--- src/sv/fasta_record_parser_top_assert.svh ---
// Assertion macros shared by the parser modules. Each expects signals named
// clk and rst in the module that uses it.
`ifndef FASTA_RECORD_PARSER_TOP_ASSERT_SVH
`define FASTA_RECORD_PARSER_TOP_ASSERT_SVH

// A condition that must hold at every clock edge outside reset.
`define FPR_ASSERT_ALWAYS(lbl, cond, msg) \
  lbl: assert property (@(posedge clk) disable iff (rst) (cond)) else $error(msg);

// A consequence that must hold in the same cycle as its cause.
`define FPR_ASSERT_IMPLY(lbl, ante, cons, msg) \
  lbl: assert property (@(posedge clk) disable iff (rst) (ante) |-> (cons)) else $error(msg);

// A consequence that must hold in the cycle after its cause.
`define FPR_ASSERT_IMPLY_NEXT(lbl, ante, cons, msg) \
  lbl: assert property (@(posedge clk) disable iff (rst) (ante) |=> (cons)) else $error(msg);

`endif

--- src/sv/fpr_pkg.sv ---
package fpr_pkg;

  localparam int OUT_W          = 32;
  localparam int NUM_TABLE_REGS = 8;
  localparam int TABLE_SEL_W    = 3;
  localparam int TABLE_REG_W    = 64;
  localparam int CFG_INDEX_W    = 4;

  localparam int QUEUE_DEPTH = 4;
  localparam int QUEUE_PTR_W = $clog2(QUEUE_DEPTH);
  localparam int QUEUE_CNT_W = $clog2(QUEUE_DEPTH + 1);

  localparam logic [7:0] CH_GT    = 8'h3E;
  localparam logic [7:0] CH_NL    = 8'h0A;
  localparam logic [7:0] CH_SEMI  = 8'h3B;
  localparam logic [7:0] CH_EQ    = 8'h3D;
  localparam logic [7:0] CH_ZERO  = 8'h30;
  localparam logic [7:0] CH_NINE  = 8'h39;
  localparam logic [7:0] CH_S     = 8'h73;
  localparam logic [7:0] CH_I     = 8'h69;
  localparam logic [7:0] CH_Z     = 8'h7A;
  localparam logic [7:0] CH_E     = 8'h65;

  typedef enum logic [1:0] {
    CLS_STRIP  = 2'd0,
    CLS_KEEP   = 2'd1,
    CLS_FATAL  = 2'd2,
    CLS_SILENT = 2'd3
  } class_t;

  typedef enum logic [1:0] {
    KIND_HEADER  = 2'd0,
    KIND_RESIDUE = 2'd1,
    KIND_REC_END = 2'd2,
    KIND_ERROR   = 2'd3
  } kind_t;

  typedef enum logic [1:0] {
    ERR_NONE       = 2'd0,
    ERR_BAD_HEADER = 2'd1,
    ERR_SIZE_ZERO  = 2'd2,
    ERR_FATAL_CHAR = 2'd3
  } err_t;

  typedef enum logic [2:0] {
    M_START  = 3'd0,
    M_HEADER = 3'd1,
    M_SEQ    = 3'd2,
    M_ERROR  = 3'd3,
    M_DONE   = 3'd4
  } mode_t;

  typedef enum logic [2:0] {
    PH_FIELD  = 3'd0,
    PH_KEY_I  = 3'd1,
    PH_KEY_Z  = 3'd2,
    PH_KEY_E  = 3'd3,
    PH_KEY_EQ = 3'd4,
    PH_EQUAL  = 3'd5,
    PH_DIGITS = 3'd6,
    PH_SKIP   = 3'd7
  } phase_t;

  // One classified input word as it waits in the queue.
  typedef struct packed {
    logic [7:0] data;
    logic       eos;
    class_t     cls;
    logic       is_gt;
    logic       is_nl;
    logic       is_semi;
    logic       is_digit;
  } word_t;

  // Character expected at each step of the "size=" keyword.
  function automatic logic [7:0] kw_char(input phase_t ph);
    logic [7:0] c;
    case (ph)
      PH_FIELD:  c = CH_S;
      PH_KEY_I:  c = CH_I;
      PH_KEY_Z:  c = CH_Z;
      PH_KEY_E:  c = CH_E;
      PH_KEY_EQ: c = CH_EQ;
      default:   c = 8'h00;
    endcase
    return c;
  endfunction

  function automatic phase_t kw_next(input phase_t ph);
    phase_t n;
    case (ph)
      PH_FIELD:  n = PH_KEY_I;
      PH_KEY_I:  n = PH_KEY_Z;
      PH_KEY_Z:  n = PH_KEY_E;
      PH_KEY_E:  n = PH_KEY_EQ;
      PH_KEY_EQ: n = PH_EQUAL;
      default:   n = PH_SKIP;
    endcase
    return n;
  endfunction

endpackage

--- src/sv/fasta_record_parser_top.sv ---
// FASTA record parser. Input words carry one file byte (in_byte) or an
// end-of-stream mark (end_of_stream) on a valid/stall channel. Output words
// are header bytes, kept sequence residues, one record-end word per record
// (size annotation, header and sequence lengths, record number) and at most
// one error word, after which the parser goes quiet until reset.
// The eight class table registers are to be written through cfg_write,
// cfg_index and cfg_data while the parser is idle; the block itself does not
// enforce this. Writes to an index above seven are dropped. An accepted input
// word is written into the queue; when the back end pops it, any result word
// is registered in the output word register and out_valid rises with it.
// Throughput: one input word per cycle while in_stall is low; the back end
// pops a word whenever the output is not held, also one with no result.
// A four-word queue separates classification from parsing, so out_stall
// holds the output word and fills the queue; in_stall rises only when the
// queue is full. Reset is synchronous: it empties the queue, clears the
// class table to all-stripped and returns the parser to start of file.
module fasta_record_parser_top #(
  parameter int COUNT_WIDTH = 32,
  parameter int SIZE_WIDTH  = 32
) (
  input  logic                             clk,
  input  logic                             rst,
  input  logic                             cfg_write,
  input  logic [fpr_pkg::CFG_INDEX_W-1:0]  cfg_index,
  input  logic [fpr_pkg::TABLE_REG_W-1:0]  cfg_data,
  input  logic                             in_valid,
  output logic                             in_stall,
  input  logic [7:0]                       in_byte,
  input  logic                             end_of_stream,
  output logic                             out_valid,
  input  logic                             out_stall,
  output logic [1:0]                       item_kind,
  output logic [7:0]                       data_byte,
  output logic [fpr_pkg::OUT_W-1:0]        size_value,
  output logic [fpr_pkg::OUT_W-1:0]        header_length,
  output logic [fpr_pkg::OUT_W-1:0]        sequence_length,
  output logic [fpr_pkg::OUT_W-1:0]        record_number,
  output logic [1:0]                       error_code,
  output logic [fpr_pkg::OUT_W-1:0]        line_number
);

  fpr_pkg::word_t front_word;
  fpr_pkg::word_t q_word;
  logic           q_full;
  logic           q_not_empty;
  logic           q_pop;
  logic           q_push;

  assign in_stall = q_full;
  assign q_push   = in_valid && !q_full;

  fpr_front u_front (
    .clk           (clk),
    .rst           (rst),
    .cfg_write     (cfg_write),
    .cfg_index     (cfg_index),
    .cfg_data      (cfg_data),
    .in_byte       (in_byte),
    .end_of_stream (end_of_stream),
    .word          (front_word)
  );

  fpr_queue u_queue (
    .clk       (clk),
    .rst       (rst),
    .push      (q_push),
    .push_word (front_word),
    .full      (q_full),
    .pop       (q_pop),
    .pop_word  (q_word),
    .not_empty (q_not_empty)
  );

  fpr_back #(
    .COUNT_WIDTH (COUNT_WIDTH),
    .SIZE_WIDTH  (SIZE_WIDTH)
  ) u_back (
    .clk             (clk),
    .rst             (rst),
    .q_not_empty     (q_not_empty),
    .q_word          (q_word),
    .pop             (q_pop),
    .out_valid       (out_valid),
    .out_stall       (out_stall),
    .item_kind       (item_kind),
    .data_byte       (data_byte),
    .size_value      (size_value),
    .header_length   (header_length),
    .sequence_length (sequence_length),
    .record_number   (record_number),
    .error_code      (error_code),
    .line_number     (line_number)
  );

endmodule

--- src/sv/fpr_front.sv ---
module fpr_front (
  input  logic                             clk,
  input  logic                             rst,
  input  logic                             cfg_write,
  input  logic [fpr_pkg::CFG_INDEX_W-1:0]  cfg_index,
  input  logic [fpr_pkg::TABLE_REG_W-1:0]  cfg_data,
  input  logic [7:0]                       in_byte,
  input  logic                             end_of_stream,
  output fpr_pkg::word_t                   word
);

  logic [fpr_pkg::TABLE_REG_W-1:0] class_table [fpr_pkg::NUM_TABLE_REGS];
  logic [fpr_pkg::TABLE_REG_W-1:0] row;

  always_ff @(posedge clk) begin
    if (rst) begin
      for (int i = 0; i < fpr_pkg::NUM_TABLE_REGS; i++) begin
        class_table[i] <= '0;
      end
    end else if (cfg_write &&
                 cfg_index < fpr_pkg::CFG_INDEX_W'(fpr_pkg::NUM_TABLE_REGS)) begin
      class_table[cfg_index[fpr_pkg::TABLE_SEL_W-1:0]] <= cfg_data;
    end
  end

  // The upper three bits pick the register, the lower five the 2-bit slot.
  assign row = class_table[in_byte[7:5]];

  always_comb begin
    word.data     = in_byte;
    word.eos      = end_of_stream;
    word.cls      = fpr_pkg::class_t'(row[{in_byte[4:0], 1'b0} +: 2]);
    word.is_gt    = (in_byte == fpr_pkg::CH_GT);
    word.is_nl    = (in_byte == fpr_pkg::CH_NL);
    word.is_semi  = (in_byte == fpr_pkg::CH_SEMI);
    word.is_digit = (in_byte >= fpr_pkg::CH_ZERO) && (in_byte <= fpr_pkg::CH_NINE);
  end

endmodule

--- src/sv/fpr_queue.sv ---
`include "fasta_record_parser_top_assert.svh"

module fpr_queue (
  input  logic           clk,
  input  logic           rst,
  input  logic           push,
  input  fpr_pkg::word_t push_word,
  output logic           full,
  input  logic           pop,
  output fpr_pkg::word_t pop_word,
  output logic           not_empty
);

  fpr_pkg::word_t                  slots [fpr_pkg::QUEUE_DEPTH];
  logic [fpr_pkg::QUEUE_PTR_W-1:0] wr_ptr;
  logic [fpr_pkg::QUEUE_PTR_W-1:0] rd_ptr;
  logic [fpr_pkg::QUEUE_CNT_W-1:0] count;

  assign full      = (count == fpr_pkg::QUEUE_CNT_W'(fpr_pkg::QUEUE_DEPTH));
  assign not_empty = (count != '0);
  assign pop_word  = slots[rd_ptr];

  always_ff @(posedge clk) begin
    if (push) begin
      slots[wr_ptr] <= push_word;
    end
  end

  always_ff @(posedge clk) begin
    if (rst) begin
      wr_ptr <= '0;
      rd_ptr <= '0;
      count  <= '0;
    end else begin
      if (push) begin
        wr_ptr <= wr_ptr + 1'b1;
      end
      if (pop) begin
        rd_ptr <= rd_ptr + 1'b1;
      end
      if (push && !pop) begin
        count <= count + 1'b1;
      end else if (pop && !push) begin
        count <= count - 1'b1;
      end
    end
  end

  `FPR_ASSERT_ALWAYS(a_count_bound, count <= fpr_pkg::QUEUE_CNT_W'(fpr_pkg::QUEUE_DEPTH), "queue count beyond depth")
  `FPR_ASSERT_IMPLY(a_pop_nonempty, pop, count != '0, "pop from an empty queue")

endmodule

--- src/sv/fpr_back.sv ---
`include "fasta_record_parser_top_assert.svh"

module fpr_back #(
  parameter int COUNT_WIDTH = 32,
  parameter int SIZE_WIDTH  = 32
) (
  input  logic                         clk,
  input  logic                         rst,
  input  logic                         q_not_empty,
  input  fpr_pkg::word_t               q_word,
  output logic                         pop,
  output logic                         out_valid,
  input  logic                         out_stall,
  output logic [1:0]                   item_kind,
  output logic [7:0]                   data_byte,
  output logic [fpr_pkg::OUT_W-1:0]    size_value,
  output logic [fpr_pkg::OUT_W-1:0]    header_length,
  output logic [fpr_pkg::OUT_W-1:0]    sequence_length,
  output logic [fpr_pkg::OUT_W-1:0]    record_number,
  output logic [1:0]                   error_code,
  output logic [fpr_pkg::OUT_W-1:0]    line_number
);

  localparam logic [SIZE_WIDTH+3:0] SIZE_MAX_WIDE = {4'b0, {SIZE_WIDTH{1'b1}}};

  fpr_pkg::mode_t  mode, mode_next;
  fpr_pkg::phase_t ann_phase, ann_phase_next;

  logic                   at_line_start, at_line_start_next;
  logic [COUNT_WIDTH-1:0] header_count, header_count_next;
  logic [COUNT_WIDTH-1:0] residue_count, residue_count_next;
  logic [COUNT_WIDTH-1:0] record_count, record_count_next;
  logic [COUNT_WIDTH-1:0] line_count, line_count_next;
  logic [SIZE_WIDTH-1:0]  digit_acc, digit_acc_next;
  logic                   ann_found, ann_found_next;
  logic [SIZE_WIDTH-1:0]  ann_value, ann_value_next;

  logic                   found_fin;
  logic [SIZE_WIDTH-1:0]  value_fin;
  logic                   hdr_end;
  logic                   size_zero;
  logic                   seq_new;
  logic [SIZE_WIDTH+3:0]  acc_wide;

  logic                   emit;
  fpr_pkg::kind_t         e_kind;
  logic [7:0]             e_byte;
  logic [SIZE_WIDTH-1:0]  e_size;
  logic                   e_counts;
  fpr_pkg::err_t          e_err;

  assign pop = q_not_empty && (!out_valid || !out_stall);

  // The header closes with whatever digits are pending counted as a field.
  assign found_fin = ann_found || (ann_phase == fpr_pkg::PH_DIGITS);
  assign value_fin = ann_found ? ann_value :
                     ((ann_phase == fpr_pkg::PH_DIGITS) ? digit_acc : ann_value);
  assign hdr_end   = q_word.eos || q_word.is_nl;
  assign size_zero = found_fin && (value_fin == '0);
  assign seq_new   = at_line_start && q_word.is_gt;

  // acc * 10 + digit; anything above the size range saturates.
  assign acc_wide = ({4'b0, digit_acc} << 3) + ({4'b0, digit_acc} << 1) +
                    {{SIZE_WIDTH{1'b0}}, q_word.data[3:0]};

  always_comb begin
    mode_next = mode;
    if (pop) begin
      case (mode)
        fpr_pkg::M_START: begin
          if (q_word.eos) begin
            mode_next = fpr_pkg::M_DONE;
          end else if (q_word.is_gt) begin
            mode_next = fpr_pkg::M_HEADER;
          end else begin
            mode_next = fpr_pkg::M_ERROR;
          end
        end
        fpr_pkg::M_HEADER: begin
          if (hdr_end) begin
            if (size_zero) begin
              mode_next = fpr_pkg::M_ERROR;
            end else if (q_word.eos) begin
              mode_next = fpr_pkg::M_DONE;
            end else begin
              mode_next = fpr_pkg::M_SEQ;
            end
          end
        end
        fpr_pkg::M_SEQ: begin
          if (q_word.eos) begin
            mode_next = fpr_pkg::M_DONE;
          end else if (seq_new) begin
            mode_next = fpr_pkg::M_HEADER;
          end else if (q_word.cls == fpr_pkg::CLS_FATAL) begin
            mode_next = fpr_pkg::M_ERROR;
          end
        end
        default: mode_next = mode;
      endcase
    end
  end

  always_comb begin
    at_line_start_next = at_line_start;
    header_count_next  = header_count;
    residue_count_next = residue_count;
    record_count_next  = record_count;
    line_count_next    = line_count;
    ann_phase_next     = ann_phase;
    digit_acc_next     = digit_acc;
    ann_found_next     = ann_found;
    ann_value_next     = ann_value;
    emit     = 1'b0;
    e_kind   = fpr_pkg::KIND_HEADER;
    e_byte   = '0;
    e_size   = '0;
    e_counts = 1'b0;
    e_err    = fpr_pkg::ERR_NONE;
    if (pop) begin
      case (mode)
        fpr_pkg::M_START: begin
          if (!q_word.eos) begin
            if (q_word.is_gt) begin
              header_count_next  = '0;
              residue_count_next = '0;
              ann_phase_next     = fpr_pkg::PH_FIELD;
              digit_acc_next     = '0;
              ann_found_next     = 1'b0;
              ann_value_next     = SIZE_WIDTH'(1);
            end else begin
              emit   = 1'b1;
              e_kind = fpr_pkg::KIND_ERROR;
              e_byte = q_word.data;
              e_err  = fpr_pkg::ERR_BAD_HEADER;
            end
          end
        end
        fpr_pkg::M_HEADER: begin
          if (hdr_end) begin
            ann_found_next = found_fin;
            ann_value_next = value_fin;
            if (size_zero) begin
              emit   = 1'b1;
              e_kind = fpr_pkg::KIND_ERROR;
              e_err  = fpr_pkg::ERR_SIZE_ZERO;
            end else if (q_word.eos) begin
              emit     = 1'b1;
              e_kind   = fpr_pkg::KIND_REC_END;
              e_size   = found_fin ? value_fin : SIZE_WIDTH'(1);
              e_counts = 1'b1;
              record_count_next = (record_count == '1) ? record_count
                                                       : record_count + 1'b1;
            end else begin
              at_line_start_next = 1'b1;
              line_count_next = (line_count == '1) ? line_count : line_count + 1'b1;
            end
          end else begin
            emit   = 1'b1;
            e_kind = fpr_pkg::KIND_HEADER;
            e_byte = q_word.data;
            header_count_next = (header_count == '1) ? header_count
                                                     : header_count + 1'b1;
            if (!ann_found) begin
              if (q_word.is_semi) begin
                if (ann_phase == fpr_pkg::PH_DIGITS) begin
                  ann_found_next = 1'b1;
                  ann_value_next = digit_acc;
                end
                ann_phase_next = fpr_pkg::PH_FIELD;
              end else begin
                case (ann_phase)
                  fpr_pkg::PH_FIELD, fpr_pkg::PH_KEY_I, fpr_pkg::PH_KEY_Z,
                  fpr_pkg::PH_KEY_E, fpr_pkg::PH_KEY_EQ: begin
                    if (q_word.data == fpr_pkg::kw_char(ann_phase)) begin
                      ann_phase_next = fpr_pkg::kw_next(ann_phase);
                      if (ann_phase == fpr_pkg::PH_KEY_EQ) begin
                        digit_acc_next = '0;
                      end
                    end else begin
                      ann_phase_next = fpr_pkg::PH_SKIP;
                    end
                  end
                  fpr_pkg::PH_EQUAL, fpr_pkg::PH_DIGITS: begin
                    if (q_word.is_digit) begin
                      digit_acc_next = (acc_wide > SIZE_MAX_WIDE) ? '1
                                                                  : acc_wide[SIZE_WIDTH-1:0];
                      ann_phase_next = fpr_pkg::PH_DIGITS;
                    end else begin
                      ann_phase_next = fpr_pkg::PH_SKIP;
                    end
                  end
                  default: ann_phase_next = ann_phase;
                endcase
              end
            end
          end
        end
        fpr_pkg::M_SEQ: begin
          if (q_word.eos || seq_new) begin
            emit     = 1'b1;
            e_kind   = fpr_pkg::KIND_REC_END;
            e_size   = ann_found ? ann_value : SIZE_WIDTH'(1);
            e_counts = 1'b1;
            record_count_next = (record_count == '1) ? record_count
                                                     : record_count + 1'b1;
            if (seq_new && !q_word.eos) begin
              header_count_next  = '0;
              residue_count_next = '0;
              ann_phase_next     = fpr_pkg::PH_FIELD;
              digit_acc_next     = '0;
              ann_found_next     = 1'b0;
              ann_value_next     = SIZE_WIDTH'(1);
            end
          end else if (q_word.cls == fpr_pkg::CLS_FATAL) begin
            emit   = 1'b1;
            e_kind = fpr_pkg::KIND_ERROR;
            e_byte = q_word.data;
            e_err  = fpr_pkg::ERR_FATAL_CHAR;
          end else begin
            if (q_word.cls == fpr_pkg::CLS_KEEP) begin
              emit   = 1'b1;
              e_kind = fpr_pkg::KIND_RESIDUE;
              e_byte = q_word.data;
              residue_count_next = (residue_count == '1) ? residue_count
                                                         : residue_count + 1'b1;
            end
            if (q_word.is_nl) begin
              at_line_start_next = 1'b1;
              line_count_next = (line_count == '1) ? line_count : line_count + 1'b1;
            end else begin
              at_line_start_next = 1'b0;
            end
          end
        end
        default: emit = 1'b0;
      endcase
    end
  end

  always_ff @(posedge clk) begin
    if (rst) begin
      mode          <= fpr_pkg::M_START;
      ann_phase     <= fpr_pkg::PH_FIELD;
      at_line_start <= 1'b1;
      header_count  <= '0;
      residue_count <= '0;
      record_count  <= '0;
      line_count    <= COUNT_WIDTH'(1);
      digit_acc     <= '0;
      ann_found     <= 1'b0;
      ann_value     <= SIZE_WIDTH'(1);
      out_valid     <= 1'b0;
    end else begin
      mode          <= mode_next;
      ann_phase     <= ann_phase_next;
      at_line_start <= at_line_start_next;
      header_count  <= header_count_next;
      residue_count <= residue_count_next;
      record_count  <= record_count_next;
      line_count    <= line_count_next;
      digit_acc     <= digit_acc_next;
      ann_found     <= ann_found_next;
      ann_value     <= ann_value_next;
      out_valid     <= emit || (out_valid && out_stall);
    end
  end

  // Output word register; lengths and record number only in record ends.
  always_ff @(posedge clk) begin
    if (emit) begin
      item_kind       <= e_kind;
      data_byte       <= e_byte;
      size_value      <= fpr_pkg::OUT_W'(e_size);
      header_length   <= e_counts ? fpr_pkg::OUT_W'(header_count) : '0;
      sequence_length <= e_counts ? fpr_pkg::OUT_W'(residue_count) : '0;
      record_number   <= e_counts ? fpr_pkg::OUT_W'(record_count) : '0;
      error_code      <= e_err;
      line_number     <= fpr_pkg::OUT_W'(line_count);
    end
  end

  `FPR_ASSERT_IMPLY_NEXT(a_error_sticky, mode == fpr_pkg::M_ERROR, mode == fpr_pkg::M_ERROR, "error mode left before reset")
  `FPR_ASSERT_IMPLY_NEXT(a_error_stops, emit && e_kind == fpr_pkg::KIND_ERROR, mode == fpr_pkg::M_ERROR, "error word without entering error mode")
  `FPR_ASSERT_IMPLY(a_emit_room, emit, !out_valid || !out_stall, "word emitted over a held output")

endmodule
--- config.mk ---
export PLATFORM = sky130hd
export DESIGN_NAME = fasta_record_parser_top
export DESIGN_NICKNAME = d
export VERILOG_FILES = /design/src/sv/fpr_pkg.sv /design/src/sv/fasta_record_parser_top.sv /design/src/sv/fpr_front.sv /design/src/sv/fpr_queue.sv /design/src/sv/fpr_back.sv
export VERILOG_INCLUDE_DIRS = /design/src /design/src/sv
export SDC_FILE = /design/constraint.sdc
export NUM_CORES = 2
export LEC_CHECK = 0
export BUFFER_PORTS_ARGS = -buffer_cell sky130_fd_sc_hd__buf_4
export CAP_MARGIN = 10
export CORE_ASPECT_RATIO = 0.9
export CORE_MARGIN = 10
export CORE_UTILIZATION = 50
export CTS_CLUSTER_SIZE = 25
export DETAILED_ROUTE_END_ITERATION = 7
export PLACE_DENSITY = 0.68
export REMOVE_ABC_BUFFERS = 1
export SYNTH_ARGS = -nofsm -noshare
export SYNTH_HDL_FRONTEND = slang
export SYNTH_SLANG_ARGS = --single-unit
--- constraint.sdc ---
create_clock -name clk -period 19.2 [get_ports clk]
set_input_delay 1.92 -clock clk [delete_from_list [all_inputs] [get_ports clk]]
set_output_delay 1.92 -clock clk [all_outputs]
set_load 0.01 [all_outputs]
==> results.txt <==
residual DRC count: 0
CTS buffer count: 98
total grt overflow: 0
Critical Path Stages: 9
vias in the first global route: 27548
slowest stage delay, CP: 910 ps
initial antenna violation count: 12
CTS tree: built
Startpoint Class: flip-flop
Die Y: 299 um
Post-CTS Setup Bufs: 0
highest routed layer: met5
status: finished clean
cells after synthesis: 3210
Synth Flop Type: edfxtp_1
FF-to-FF End: u_back.record_number[16]
H-tree level count: 3
Ys Warns: 0
commonest cells after routing, fill and taps aside: 744 x edfxtp_1, 524 x and2_1, 290 x buf_4
Post-synth EDFFs: 744
dominant cell type by area after synthesis: edfxtp_1
Worst EP arrival: 5670 ps
Hold Crit Class: reg2reg
Area contributors post-synth: edfxtp_1 52%, dfxtp_1 9.7%, mux4_2 9.5%
crit path max fanout: 88
routed vias: 27037
met1 WL: 44.1 mm
Req. time, crit path: 19480 ps
fillers: 6666
RSZ-0062 raised after global routing: false
fraction of registers with async set/reset: 0%
fin crit share: 28.1%
Pins Over Slew Limit: 0
first-pass GRT wire length: 165 mm
clock skew: 22.2 ps
Initial Util: 50.3%
crit path from: u_back.ann_phase[2]
Synth Cell Area: 0.0432 sq mm
row cnt: 102
min-delay src: u_back.line_count[26]
Skew-Pair Late Insertion Delay: 670 ps
Die ar.: 0.0986 sq mm
I/O Buffers: 255
family with the most delay on the worst path: simple AND/OR/NAND/NOR gates
Hold Crit Endpoint: u_back.line_number[26]
CP max-delay cell: buf_4
Layout area overhead: 14.5%
Nets: 3564
DRT iter0 DRCs: 2408
clock period minus worst slack: 5390 ps
Setup Crit Path Kind: reg2reg
DRT Pass-1 Iters: 7
kind of end point of the critical path: flip-flop
Core Area: 0.0859 sq mm
Worst R2R Path Depth: 9
Worst Slack Setup Final: 13810 ps
Met3 Wirelength: 7.88 mm
commonest non-fill, non-tap cell in the layout: edfxtp_1
Register Area: 0.0265 sq mm
Pleak: 17.9 nW
worst vdd rail ir drop: 0.0736 mV
Seq cells post-synth: 954
post-cts hold buffer count: 0
Buffers & Inverters on Critical Path: 2
Clock Path Buffers: 3
share of layout cells above drive strength 1: 19.1%
Top cell by count, worst path: buf_4
die width: 330 um
setup TNS: 0 ps
Fin. Hold Viols: 0
CP Cell Sequence: nand4bb_1 -> or2_2 -> o22ai_1 -> nand3_1 -> a31oi_1 -> nor3_1 -> nor2_4 -> buf_4 -> buf_4
gpl congestion: 0.849
via density per instance: 5.84
clock slew at reported path FFs: 60 ps
met2 WL: 52.9 mm
area share of the leading cell type in the synthesized netlist: 51.7%
worst-margin pin slew: 1210 ps
Multi-input gate area: 0.0159 sq mm
Seq/Total Area, Yosys: 61.4%
Hold Crit Depth: 0
power density over cell area: 112 mW/mm^2
Synth cell types: 76
GR Util All Layers: 21.4%
Slew HR: 18.7%
DR WL/cell: 23.2 um
clk sinks: 954
max-cap viol count: 0
pin count of the biggest net entering global routing: 89
ANT nets after route: 0
fmax: 185 MHz
flop2flop setup slack: 13810 ps
reg2reg start: u_back.ann_phase[2]
Place WS: 13200 ps
num ports: 256
Root Buffer: clkbuf_16
Syn Area/Cell: 13.5 sq um
post-CTS resize count: 0
total wire length: 107 mm
# setup viols final: 0
hpwl dp: 65.7 mm
-- per-stage QoR --
step / utilization, % / hold WS, ps / cells / cell area, sq um / total power, mW
3_5_place_dp: 53.8 / 443 / 4443 / 46200 / 3.70
5_1_grt: 57.6 / 479 / 4630 / 49500 / 5.77
3_3_place_gp: 53.8 / 439 / 4443 / 46200 / 3.67
4_1_cts: 57.5 / 460 / 4623 / 49400 / 5.59
2_1_floorplan: - / 408 / 3008 / 42400 / 3.21
6_report: 57.6 / 457 / 4630 / 49500 / 5.55
-- sequential cells by signal, indices dropped and copies added (netlist names), 2 cells and up, named ones only --
signal	flops
u_back.ann_phase	3
u_back.data_byte	8
u_front.class_table	512
u_back.residue_count	32
u_queue.count	3
u_back.digit_acc	32
u_back.record_count	32
u_back.ann_value	32
u_back.header_length	32
u_back.size_value	32
u_back.line_count	32
u_back.error_code	2
u_queue.slots	60
u_queue.wr_ptr	2
u_back.record_number	32
u_back.sequence_length	32
u_back.header_count	32
u_queue.rd_ptr	2
u_back.mode	3
u_back.line_number	32
u_back.item_kind	2
-- metal layers --
metal  GRT usage, %  up-vias
li1               -    12347
met1           28.0    13551
met2           35.9      940
met3           4.58      177
met4           5.67       22
met5              0        -
-- cells in the mapped netlist (all sizes together) (55+ instances only) --
| library cell | number |
|---|---|
| mux4 | 182 |
| nand2 | 99 |
| o21ai | 55 |
| nand3 | 68 |
| xor2 | 63 |
| ha | 74 |
| dfxtp | 210 |
| nor3 | 55 |
| nor2 | 247 |
| edfxtp | 744 |
| and2 | 524 |
| clkbuf | 173 |
| and3 | 116 |
| a21oi | 88 |
| xnor2 | 73 |
-- worst max-delay path by stage --
stage | to | slack (ps)
floorplan | u_back.data_byte[0] | 7760
global placement | u_queue.slots[0][5] | 13340
detailed placement | u_queue.slots[3][5] | 13200
CTS | u_back.record_number[15] | 13790
global route | u_back.record_number[15] | 13270
finish | u_back.record_number[16] | 13810
-- power breakdown --
group | switching (mW) | leakage, nW | total (mW) | internal, mW
sequential | 0.116 | 8.69 | 2.65 | 2.53
combinational | 0.614 | 7.69 | 1.00 | 0.389
clock | 0.799 | 1.55 | 1.90 | 1.10
total | 1.53 | 17.9 | 5.55 | 4.02
-- logic make-up (layout without fill, tap and decap cells) --
logic type	count (synthesis)	count (layout)	synth area share, %
buf+inv	241	516	2.17
mux	190	190	9.67
flops	954	954	61.4
simple gates	1280	1280	16.4
xor+xnor	136	136	2.76
other cells	0	1	0
compound gates	332	332	5.26
fa+ha+maj	77	77	2.28
-- area by class of cell --
cell class | count | area share (%)
multi-input combinational | 2015 | 32.1
sequential | 954 | 53.7
clock inverter | 60 | 1.19
tap | 1144 | 2.89
clock buffer | 120 | 5.27
timing repair buffer | 297 | 4.61
antenna | 1 | 0.00506
inverter | 39 | 0.296
(Power assumes the default switching activity.)
